### src/rtl/bbc_pkg.sv
// Bracket balance checker package: item types, command queue types,
// stack sizing constants and bracket character codes. No dependencies.
`default_nettype none

package bbc_pkg;

  localparam int unsigned STACK_DEPTH  = 32;
  localparam int unsigned LINE_BITS    = 16;
  localparam int unsigned LINE_FIELD_W = 16;
  localparam int unsigned LINE_W       = (LINE_BITS < LINE_FIELD_W) ? LINE_BITS : LINE_FIELD_W;
  localparam int unsigned CNT_W        = $clog2(STACK_DEPTH + 1);
  localparam int unsigned ADDR_W       = (STACK_DEPTH > 1) ? $clog2(STACK_DEPTH) : 1;
  localparam int unsigned QUEUE_DEPTH  = 2;

  localparam logic [7:0] OPEN_PAREN  = 8'h28;
  localparam logic [7:0] CLOSE_PAREN = 8'h29;
  localparam logic [7:0] OPEN_BRACE  = 8'h7B;
  localparam logic [7:0] CLOSE_BRACE = 8'h7D;

  typedef enum logic [2:0] {
    KIND_UNMATCHED = 3'd0,
    KIND_MISMATCH  = 3'd1,
    KIND_MISSING   = 3'd2,
    KIND_OVERFLOW  = 3'd3,
    KIND_DONE      = 3'd4
  } kind_e;

  typedef enum logic [1:0] {
    CMD_OPEN,
    CMD_CLOSE,
    CMD_END
  } cmd_e;

  typedef struct packed {
    logic                    op;
    logic [7:0]              char_code;
    logic [LINE_FIELD_W-1:0] line_number;
  } in_item_t;

  typedef struct packed {
    kind_e                   error_kind;
    logic [7:0]              found_char;
    logic [LINE_FIELD_W-1:0] found_line;
    logic [7:0]              open_char;
    logic [LINE_FIELD_W-1:0] open_line;
    logic                    last;
  } out_item_t;

  typedef struct packed {
    cmd_e              kind;
    logic              is_brace;
    logic [7:0]        char_code;
    logic [LINE_W-1:0] line;
  } cmd_t;

  typedef struct packed {
    logic empty;
    logic full;
  } q_status_t;

  typedef struct packed {
    logic              is_brace;
    logic [LINE_W-1:0] line;
  } entry_t;

endpackage

`default_nettype wire

### src/rtl/bbc_ram.sv
// Generic single-write, single-read RAM with registered read data.
// Standalone; no package use.
`default_nettype none

module bbc_ram #(
  parameter int unsigned WIDTH  = 8,
  parameter int unsigned DEPTH  = 16,
  parameter int unsigned ADDR_W = (DEPTH > 1) ? $clog2(DEPTH) : 1
) (
  input  wire logic              clk_i,
  input  wire logic              we_i,
  input  wire logic [ADDR_W-1:0] waddr_i,
  input  wire logic [WIDTH-1:0]  wdata_i,
  input  wire logic              re_i,
  input  wire logic [ADDR_W-1:0] raddr_i,
  output      logic [WIDTH-1:0]  rdata_o
);

  logic [WIDTH-1:0] mem_q [DEPTH];

  always_ff @(posedge clk_i) begin
    if (we_i) begin
      mem_q[waddr_i] <= wdata_i;
    end
    if (re_i) begin
      rdata_o <= mem_q[raddr_i];
    end
  end

endmodule

`default_nettype wire

### src/rtl/bbc_back.sv
// Stack engine: executes queued commands against the bracket stack RAM
// and drives the result register. Depends on bbc_pkg and bbc_ram.
`default_nettype none

module bbc_back (
  input  wire logic               clk_i,
  input  wire logic               rst_ni,
  input  wire bbc_pkg::cmd_t      q_head_i,
  input  wire bbc_pkg::q_status_t q_status_i,
  output      logic               q_pop_o,
  output      logic               out_valid_o,
  output      bbc_pkg::out_item_t out_o,
  input  wire logic               out_stall_i
);

  localparam int unsigned CNT_W  = bbc_pkg::CNT_W;
  localparam int unsigned ADDR_W = bbc_pkg::ADDR_W;
  localparam int unsigned LFW    = bbc_pkg::LINE_FIELD_W;

  typedef enum logic [1:0] {
    S_IDLE,
    S_READ,
    S_DONE
  } state_e;

  state_e             state_q, state_d;
  logic [CNT_W-1:0]   count_q, count_d;
  bbc_pkg::cmd_t      cur_q, cur_d;
  logic               out_valid_d;
  bbc_pkg::out_item_t out_d;

  logic [CNT_W-1:0]   cnt_m1;
  logic [CNT_W-1:0]   cnt_m2;
  logic               full;
  logic               can_emit;
  logic               emit;
  bbc_pkg::out_item_t item;
  logic               we;
  logic               re;
  logic [ADDR_W-1:0]  raddr;
  bbc_pkg::entry_t    wentry;
  bbc_pkg::entry_t    rentry;

  bbc_ram #(
    .WIDTH ($bits(bbc_pkg::entry_t)),
    .DEPTH (bbc_pkg::STACK_DEPTH),
    .ADDR_W(ADDR_W)
  ) u_stack (
    .clk_i  (clk_i),
    .we_i   (we),
    .waddr_i(count_q[ADDR_W-1:0]),
    .wdata_i(wentry),
    .re_i   (re),
    .raddr_i(raddr),
    .rdata_o(rentry)
  );

  always_comb begin
    cnt_m1   = count_q - CNT_W'(1);
    cnt_m2   = count_q - CNT_W'(2);
    full     = (count_q == CNT_W'(bbc_pkg::STACK_DEPTH));
    can_emit = !out_valid_o || !out_stall_i;
    raddr    = (state_q == S_IDLE) ? cnt_m1[ADDR_W-1:0] : cnt_m2[ADDR_W-1:0];

    wentry.is_brace = q_head_i.is_brace;
    wentry.line     = q_head_i.line;

    state_d = state_q;
    count_d = count_q;
    cur_d   = cur_q;
    q_pop_o = 1'b0;
    we      = 1'b0;
    re      = 1'b0;
    emit    = 1'b0;
    item    = '0;

    unique case (state_q)
      S_IDLE: begin
        if (!q_status_i.empty) begin
          unique case (q_head_i.kind)
            bbc_pkg::CMD_OPEN: begin
              item.error_kind = bbc_pkg::KIND_OVERFLOW;
              item.found_char = q_head_i.char_code;
              item.found_line = LFW'(q_head_i.line);
              if (!full) begin
                we      = 1'b1;
                count_d = count_q + CNT_W'(1);
                q_pop_o = 1'b1;
              end else if (can_emit) begin
                emit    = 1'b1;
                q_pop_o = 1'b1;
              end
            end
            bbc_pkg::CMD_CLOSE: begin
              item.error_kind = bbc_pkg::KIND_UNMATCHED;
              item.found_char = q_head_i.char_code;
              item.found_line = LFW'(q_head_i.line);
              if (count_q != '0) begin
                re      = 1'b1;
                cur_d   = q_head_i;
                q_pop_o = 1'b1;
                state_d = S_READ;
              end else if (can_emit) begin
                emit    = 1'b1;
                q_pop_o = 1'b1;
              end
            end
            default: begin
              item.error_kind = bbc_pkg::KIND_DONE;
              item.found_line = LFW'(q_head_i.line);
              item.last       = 1'b1;
              if (count_q != '0) begin
                re      = 1'b1;
                cur_d   = q_head_i;
                q_pop_o = 1'b1;
                state_d = S_READ;
              end else if (can_emit) begin
                emit    = 1'b1;
                q_pop_o = 1'b1;
              end
            end
          endcase
        end
      end
      S_READ: begin
        item.found_line = LFW'(cur_q.line);
        item.open_char  = rentry.is_brace ? bbc_pkg::OPEN_BRACE : bbc_pkg::OPEN_PAREN;
        item.open_line  = LFW'(rentry.line);
        if (cur_q.kind == bbc_pkg::CMD_CLOSE) begin
          item.error_kind = bbc_pkg::KIND_MISMATCH;
          item.found_char = cur_q.char_code;
          if (rentry.is_brace == cur_q.is_brace) begin
            count_d = cnt_m1;
            state_d = S_IDLE;
          end else if (can_emit) begin
            emit    = 1'b1;
            count_d = cnt_m1;
            state_d = S_IDLE;
          end
        end else begin
          item.error_kind = bbc_pkg::KIND_MISSING;
          item.found_char = rentry.is_brace ? bbc_pkg::CLOSE_BRACE : bbc_pkg::CLOSE_PAREN;
          if (can_emit) begin
            emit    = 1'b1;
            count_d = cnt_m1;
            if (count_q == CNT_W'(1)) begin
              state_d = S_DONE;
            end else begin
              re = 1'b1;
            end
          end
        end
      end
      S_DONE: begin
        item.error_kind = bbc_pkg::KIND_DONE;
        item.found_line = LFW'(cur_q.line);
        item.last       = 1'b1;
        if (can_emit) begin
          emit    = 1'b1;
          state_d = S_IDLE;
        end
      end
      default: begin
        state_d = S_IDLE;
      end
    endcase

    out_d       = out_o;
    out_valid_d = out_valid_o;
    if (emit) begin
      out_valid_d = 1'b1;
      out_d       = item;
    end else if (!out_stall_i) begin
      out_valid_d = 1'b0;
    end
  end

  always_ff @(posedge clk_i or negedge rst_ni) begin
    if (!rst_ni) begin
      state_q     <= S_IDLE;
      count_q     <= '0;
      cur_q       <= '0;
      out_valid_o <= 1'b0;
      out_o       <= '0;
    end else begin
      state_q     <= state_d;
      count_q     <= count_d;
      cur_q       <= cur_d;
      out_valid_o <= out_valid_d;
      out_o       <= out_d;
    end
  end

  a_count_bound: assert property (@(posedge clk_i) disable iff (!rst_ni)
    count_q <= CNT_W'(bbc_pkg::STACK_DEPTH))
    else $error("stack count beyond depth");

  a_no_write_full: assert property (@(posedge clk_i) disable iff (!rst_ni)
    we |-> !full)
    else $error("stack write while full");

  a_read_nonempty: assert property (@(posedge clk_i) disable iff (!rst_ni)
    (state_q == S_READ) |-> (count_q != '0))
    else $error("stack read state with empty stack");

  a_done_drained: assert property (@(posedge clk_i) disable iff (!rst_ni)
    (state_q == S_DONE) |-> (count_q == '0))
    else $error("done marker before stack drained");

  a_last_is_done: assert property (@(posedge clk_i) disable iff (!rst_ni)
    (out_valid_o && out_o.last) |-> (out_o.error_kind == bbc_pkg::KIND_DONE))
    else $error("last set on a non-done item");

endmodule

`default_nettype wire

### config.mk
export PLATFORM = sky130hd
export DESIGN_NAME = bbc_back
export DESIGN_NICKNAME = d
export VERILOG_FILES = /design/src/rtl/bbc_pkg.sv /design/src/rtl/bbc_ram.sv /design/src/rtl/bbc_back.sv
export SDC_FILE = /design/constraint.sdc
export NUM_CORES = 1
export LEC_CHECK = 0
export ABC_AREA = 1
export CELL_PAD_IN_SITES_DETAIL_PLACEMENT = 1
export CELL_PAD_IN_SITES_GLOBAL_PLACEMENT = 1
export CORE_MARGIN = 4
export CORE_UTILIZATION = 45
export DETAILED_ROUTE_END_ITERATION = 12
export DONT_BUFFER_PORTS = 1
export GPL_TIMING_DRIVEN = 1
export MAX_ROUTING_LAYER = met4
export PLACE_DENSITY = 0.84
export SETUP_SLACK_MARGIN = 0.05
export SLEW_MARGIN = 25
export SYNTH_ARGS = -nofsm -noshare
export SYNTH_HDL_FRONTEND = slang
export SYNTH_SLANG_ARGS = --single-unit
### constraint.sdc
create_clock -name clk_i -period 5 [get_ports clk_i]
set_input_delay 0.5 -clock clk_i [delete_from_list [all_inputs] [get_ports clk_i]]
set_output_delay 0.5 -clock clk_i [all_outputs]
set_load 0.03 [all_outputs]
==> results_dict.tcl, run 1 <==
set metrics [dict create \
    maxCapViolCount 0 \
    totalWireLength_mm 95.29 \
    slew_violations 0 \
    drtAntennaViolNets 0 \
    die_h_um 261.2 \
    min_to "cur_q[22]" \
    hpwlAfterDp_mm 50.17 \
    cts_max_path_buffers 3 \
    fin_cells 3815 \
    place_area_mm2 0.02972 \
    tritoncts "yes" \
    root_buffer "clkbuf_16" \
    yosys.area.top_type "edfxtp_1" \
    antenna_found_initial 8 \
    synthArstFlopShare 0.1275 \
    power.static_leakage_nw 14.08 \
    grt_overflow 0 \
    ir_worst_vdd_v 0.001020 \
    first_iter_violations 2583 \
    worst_slew_pin_slew_ns 1.054 \
    vias 21856 \
    via_per_inst 5.729 \
    hold_violations 0 \
    syn_inst 2914 \
    setup_violations 0 \
    synthFlopType "edfxtp_1" \
    ys_types 33 \
    cpMaxStageDelayCell "nand2_4" \
    skew_ns 0.02899 \
    ios 86 \
    initial_core_util 0.4556 \
    ctsHtreeMaxLevel 3 \
    drt_pass1_iterations 6 \
    max_stage_delay_ns 0.75 \
    synth_enable_flop_cells 561 \
    core_mm2 0.06331 \
    crit_fanout 65 \
    critPathArrivalTime_ns 4.50 \
    worstPathRequired_ns 5.35 \
    synth_top_area_frac 0.5840 \
    synth.ff_latch_count 643 \
    regToRegSetupSlack_ns 0.85 \
    clock.fmax_ghz 0.2408 \
    relSlewSlack 0.2952 \
    cp_cell_sequence "inv_1, ha_1, nand2_4, nand2_4, buf_4, nand2_1, nand3_1, nand3_1, nand3_1, nand2_1, nand2_1, nand2_1" \
    yosys_warnings 0 \
    clkTransAtPathRegs_ns 0.06 \
    placed_cells 3652 \
    end_kind "register" \
    cts_buffers 68 \
    ys_seq_area_frac 0.6552 \
    fin_area_mm2 0.03233 \
    hp-class "primary input to register" \
    layout_min_cycle_time_ns 4.153 \
    status "completed" \
    cp-start-kind "register" \
    synth_area_leaders "edfxtp_1 (58%), nand3_1 (10%), nand2_1 (9.1%)" \
    criticalPathCategory "register to register" \
    std_cell_rows 92 \
    drive_gt1_frac 0.06252 \
    r2r_end "u_stack.rdata_o[8]" \
    r2r_cells 12 \
    grt_usage 0.2847 \
    synth_area_mm2 0.02885 \
    yosys.cell_count.top_type "nand2_1" \
    fin_crit_sh 0.8306 \
    synth_common_cells "nand2_1 (703), inv_1 (594), nand3_1 (594), edfxtp_1 (561), dfrtp_1 (82)" \
    path_common_cell "nand2_1" \
    cts_setup_buffers 0 \
    clk_latency_ns 0.62 \
    fin_tns_setup_ns 0 \
    fin_nets 2952 \
    portBuffers 0 \
    grt_pass1_vias 23300 \
    crit_buf_inv 2 \
    p_per_area_mw_per_mm2 728.6 \
    dieWidth_um 261.2 \
    grt_pass1_wl_mm 141.1 \
    crit_family "simple AND/OR/NAND/NOR gates" \
    timing.rr.start "state_q[1]" \
    grt_max_degree 115 \
    syn_avg_cell_area_um2 9.899 \
    fillers 6905 \
    power_mw 23.56 \
    area_delta_synth_final_pct 12.08 \
    numClockSinks 643 \
    hold_path_depth 2 \
    dieArea_mm2 0.06822 \
    min_from "q_head_i[22]" \
    drc 0 \
    post_drt_wl_per_cell_um 24.98 \
    gp_congestion 0.8852 \
    rsz0062_at_grt "false" \
]
layout make-up:
class | count | area (um^2) | share of cell area
diodes | 10 | 25.02 | 0.0007740
inverters | 599 | 2248 | 0.06954
multi-input cells | 1513 | 7061 | 0.2184
clock buffers | 94 | 1852 | 0.05728
well taps | 846 | 1059 | 0.03274
repair buffers | 83 | 908.4 | 0.02810
clock inverters | 27 | 279.0 | 0.008630
flip-flops and latches | 643 | 18900 | 0.5846
layer usage:
layer	vias to the layer above	routed length, um	global-route usage
met5	-	0	-
met4	0	4507	0.1290
met3	255	9282	0.05454
met2	1226	45240	0.4573
met1	10918	36260	0.3532
li1	9457	-	-
placed cells by master, fill, tap and decap left out, drive strengths merged, types with 17 or more instances in the layout:
cell type	instances
dfrtp	82
edfxtp	561
buf	68
nand2	707
clkbuf	94
nand3b	17
nand4	47
inv	602
clkinv	17
nor2	42
o22ai	19
nand3	594
o21ai	53
worst max-delay path by stage:
| stage | startpoint | end | cells past startpoint | slack (ns) |
|---|---|---|---|---|
| finish | state_q[1] | u_stack.rdata_o[8] | 12 | 0.85 |
| floorplan | state_q[1] | u_stack.rdata_o[0] | 7 | 2.19 |
| global route | state_q[1] | u_stack.rdata_o[10] | 12 | 0.62 |
| global placement | state_q[1] | u_stack.rdata_o[10] | 12 | 1.09 |
| CTS | state_q[1] | u_stack.rdata_o[10] | 12 | 0.90 |
| detailed placement | state_q[1] | u_stack.rdata_o[10] | 12 | 0.98 |
what timing repair did:
| item | CTS | global route |
|---|---|---|
| resized for setup | 0 | 0 |
| hold buffers | 30 | 2 |
| hold endpoints to repair | 564 | 4 |
kinds of logic after synthesis:
family / count (synthesis) / synth area share
other: 1 / 0.0001300
DFF: 643 / 0.6552
adders and majority gates: 12 / 0.005205
AOI/OAI and AO/OA: 86 / 0.01705
buffers and inverters: 759 / 0.1051
and+or+nand+nor: 1409 / 0.2159
xor gates and xnor gates: 4 / 0.001475
sequential cells by signal, summed over array words and instances (netlist names):
register,count
state_q,2
u_stack.mem_q,544
cur_q,27
out_valid_o,1
out_o,46
count_q,6
u_stack.rdata_o,17
metrics by stage:
stage	utilization	worst slack [ns]	hold WS (ns)
after floorplan	-	2.192	0.2044
after global placement	0.4691	1.094	0.2062
after detailed placement	0.4694	0.9764	0.2064
after CTS	0.5099	0.9021	0.0002409
after global routing	0.5107	0.6195	0.01522
final	0.5107	0.8468	0.01492
power breakdown:
| group | switching (mW) | internal (mW) |
|---|---|---|
| Combinational | 8.52 | 2.96 |
| Sequential | 0.691 | 6.40 |
| Clock | 2.13 | 2.86 |
| Total | 11.3 | 12.2 |
No activity file was read; power rests on OpenSTA's default activity.
==> run 2: changes to the inputs <==
--- a/config.mk
+++ b/config.mk
@@ -14,7 +14,7 @@
 export DONT_BUFFER_PORTS = 1
 export GPL_TIMING_DRIVEN = 1
 export MAX_ROUTING_LAYER = met4
-export PLACE_DENSITY = 0.84
+export PLACE_DENSITY = 0.87
 export SETUP_SLACK_MARGIN = 0.05
 export SLEW_MARGIN = 25
 export SYNTH_ARGS = -nofsm -noshare
==> constraint.sdc (replaced) <==
create_clock -name clk_i -period 3.3 [get_ports clk_i]
set_input_delay 0.33 -clock clk_i [delete_from_list [all_inputs] [get_ports clk_i]]
set_output_delay 0.33 -clock clk_i [all_outputs]
set_load 0.03 [all_outputs]
==> run 2 against run 1 <==
  * Via count increased by 0.85%
  * Critical path type unchanged
  * Clock-buffer cell count shrank 4
  * Hold slack improved by 0.036 ns
  * Utilization grew 0.37 points
  * Sequential power up 52%
  * Critical path depth grew 1
  * Maximum frequency rose by 36%
  * Largest cell class unchanged
  * Die area unchanged
  * Flip-flop and latch count stayed put
  * Routed wire length is 0.98% lower
  * Total power increased by 55%
==> results_dict.tcl, run 2 (synthesized netlist as in run 1, its figures left out) <==
set metrics [dict create \
    layout_min_cycle_time_ns 3.050 \
    combPwrFrac 0.498 \
    clkTransAtPathRegs_ns 0.06 \
    grt_pass1_wl_mm 141.0 \
    area_delta_synth_final_pct 12.90 \
    slew_violations 0 \
    layout_common_cells "nand2_1 (700), inv_1 (594), nand3_1 (594)" \
    seq_power_share 0.295 \
    relSlewSlack 0.4445 \
    ios 86 \
    hold_violations 0 \
    largest_reg_flops 544 \
    antenna_found_initial 3 \
    place_area_mm2 0.02995 \
    dieArea_mm2 0.06822 \
    post_drt_wl_per_cell_um 24.68 \
    via_per_inst 5.764 \
    critPathArrivalTime_ns 3.40 \
    regArea_mm2 0.01890 \
    rsz0062_at_grt "false" \
    cellInternalPower_mw 18.93 \
    core_mm2 0.06331 \
    grt_pass1_vias 24023 \
    hp-class "primary input to register" \
    multi_input_area_mm2 0.007025 \
    criticalPathCategory "register to register" \
    worstPathRequired_ns 3.65 \
    tritoncts "yes" \
    cp-start-kind "register" \
    gp_congestion 0.8627 \
    drc 0 \
    end_kind "register" \
    clock.fmax_ghz 0.3278 \
    ctsResizeCount 0 \
    regMostFlops "u_stack.mem_q" \
    drtAntennaViolNets 0 \
    cts_hold_buf 29 \
    fin_cells 3824 \
    maxCapViolCount 0 \
    hpwlAfterDp_mm 53.84 \
    initial_core_util 0.4556 \
    power.static_leakage_nw 14.25 \
    cts_buffers 68 \
    std_cell_rows 92 \
    fin_tns_setup_ns 0 \
    status "completed" \
    fillers 6925 \
    dieWidth_um 261.2 \
    die_h_um 261.2 \
    switching_share 0.4813 \
    fin_crit_sh 0.9244 \
    switchingPower_mw 17.57 \
    cts_setup_buffers 0 \
    p_per_area_mw_per_mm2 1121 \
    fin_nets 2970 \
    vias 22041 \
    grt_max_degree 110 \
    grt_overflow 0 \
    ir_worst_vdd_v 0.001185 \
    portBuffers 0 \
    totalWireLength_mm 94.36 \
    crit_fanout 39 \
    ctsHtreeMaxLevel 3 \
    clk_latency_ns 0.61 \
    placed_cells 3673 \
    final_common_cell "nand2_1" \
    root_buffer "clkbuf_16" \
    largestRegisters "u_stack.mem_q (544), out_o (46), cur_q (27)" \
    fin_area_mm2 0.03257 \
    pwr-share-clk 0.207 \
    setup_violations 0 \
    first_iter_violations 2574 \
    cts_max_path_buffers 3 \
    grt_usage 0.2812 \
    skew_ns 0.02467 \
    worst_slew_pin_slew_ns 0.8323 \
    drive_gt1_frac 0.07160 \
    drt_pass1_iterations 5 \
    numClockSinks 643 \
]
[run 2: cell types whose count changed in the layout (fill, tap and decap cells not counted), moves of 3 or more]
cell           previous run  this run
buf_4                    44        58
diode_2                  10         3
clkinv_2                  5         9
dlygate4sd3_1            15        11
nor2_2                    2         9
clkinv_1                 11         8
buf_12                   19        31
clkbuf_1                 23        18
nor2_4                    7         0
buf_2                     4         0
[run 2: area by class of cell]
cell class	instances	share of cell area
Antenna cell	3	0.0002305
Timing Repair Buffer	101	0.03665
Clock inverter	29	0.009182
Tap cell	846	0.03250
Sequential cell	643	0.5803
Clock buffer	90	0.05636
Inverter	599	0.06904
Multi-Input combinational cell	1513	0.2157
[run 2: worst max-delay path, stage by stage (launching register included)]
cell and delay (ns):
dfrtp_1 0.42, inv_1 0.18, ha_1 0.28, buf_4 0.25
nand2_2 0.13, nand2_8 0.30, buf_12 0.26, nand2_1 0.10
nand3_1 0.14, nand3_1 0.10, nand3_1 0.21, nand2_1 0.16
nand2_1 0.11, nand2_1 0.10
[run 2: routing by layer]
layer / GRT usage / share of wire / vias to the layer above / wire length (um)
li1: - / - / 9488 / -
met1: 0.3265 / 0.36 / 11011 / 33880
met2: 0.4713 / 0.50 / 1231 / 47110
met3: 0.05744 / 0.095 / 311 / 8964
met4: 0.1332 / 0.047 / 0 / 4406
met5: - / 0 / - / 0
[run 2: power groups by stage]
stage / clock network (mW) / logic (mW) / registers (mW)
finish: 7.56 / 18.2 / 10.8
global placement: 0 / 16.1 / 10.9
CTS: 7.63 / 17.9 / 10.7
global route: 7.98 / 19.4 / 10.8
detailed placement: 0 / 17.2 / 10.9
floorplan: 0 / 11.0 / 10.6
[run 2: through the flow]
step                      setup WS, ns  total power, mW    util  hold slack, ns
after detailed placement        0.3605            28.07  0.4730         0.03634
after global routing            0.1359            38.18  0.5144         0.04177
after CTS                       0.2932            36.23  0.5143         0.01035
final                           0.2495            36.50  0.5144         0.05069
after floorplan                 0.4915            21.66       -         0.03441
after global placement          0.4919            26.98  0.4730         0.03624
[run 2: final timing paths]
| check | end | depth (start not counted) | slack (ns) | startpoint |
|---|---|---|---|---|
| max in group asynchronous | count_q[2] | 2 | 2.63 | rst_ni |
| worst min register to register | cur_q[22] | 2 | 0.48 | cur_q[22] |
| worst max-delay path | u_stack.rdata_o[4] | 13 | 0.25 | state_q[1] |
| worst min-delay path | u_stack.mem_q[0][2] | 1 | 0.05 | q_head_i[2] |
| worst max register to register | u_stack.rdata_o[4] | 13 | 0.25 | state_q[1] |
| min in group asynchronous | out_o[51] | 2 | 0.34 | rst_ni |
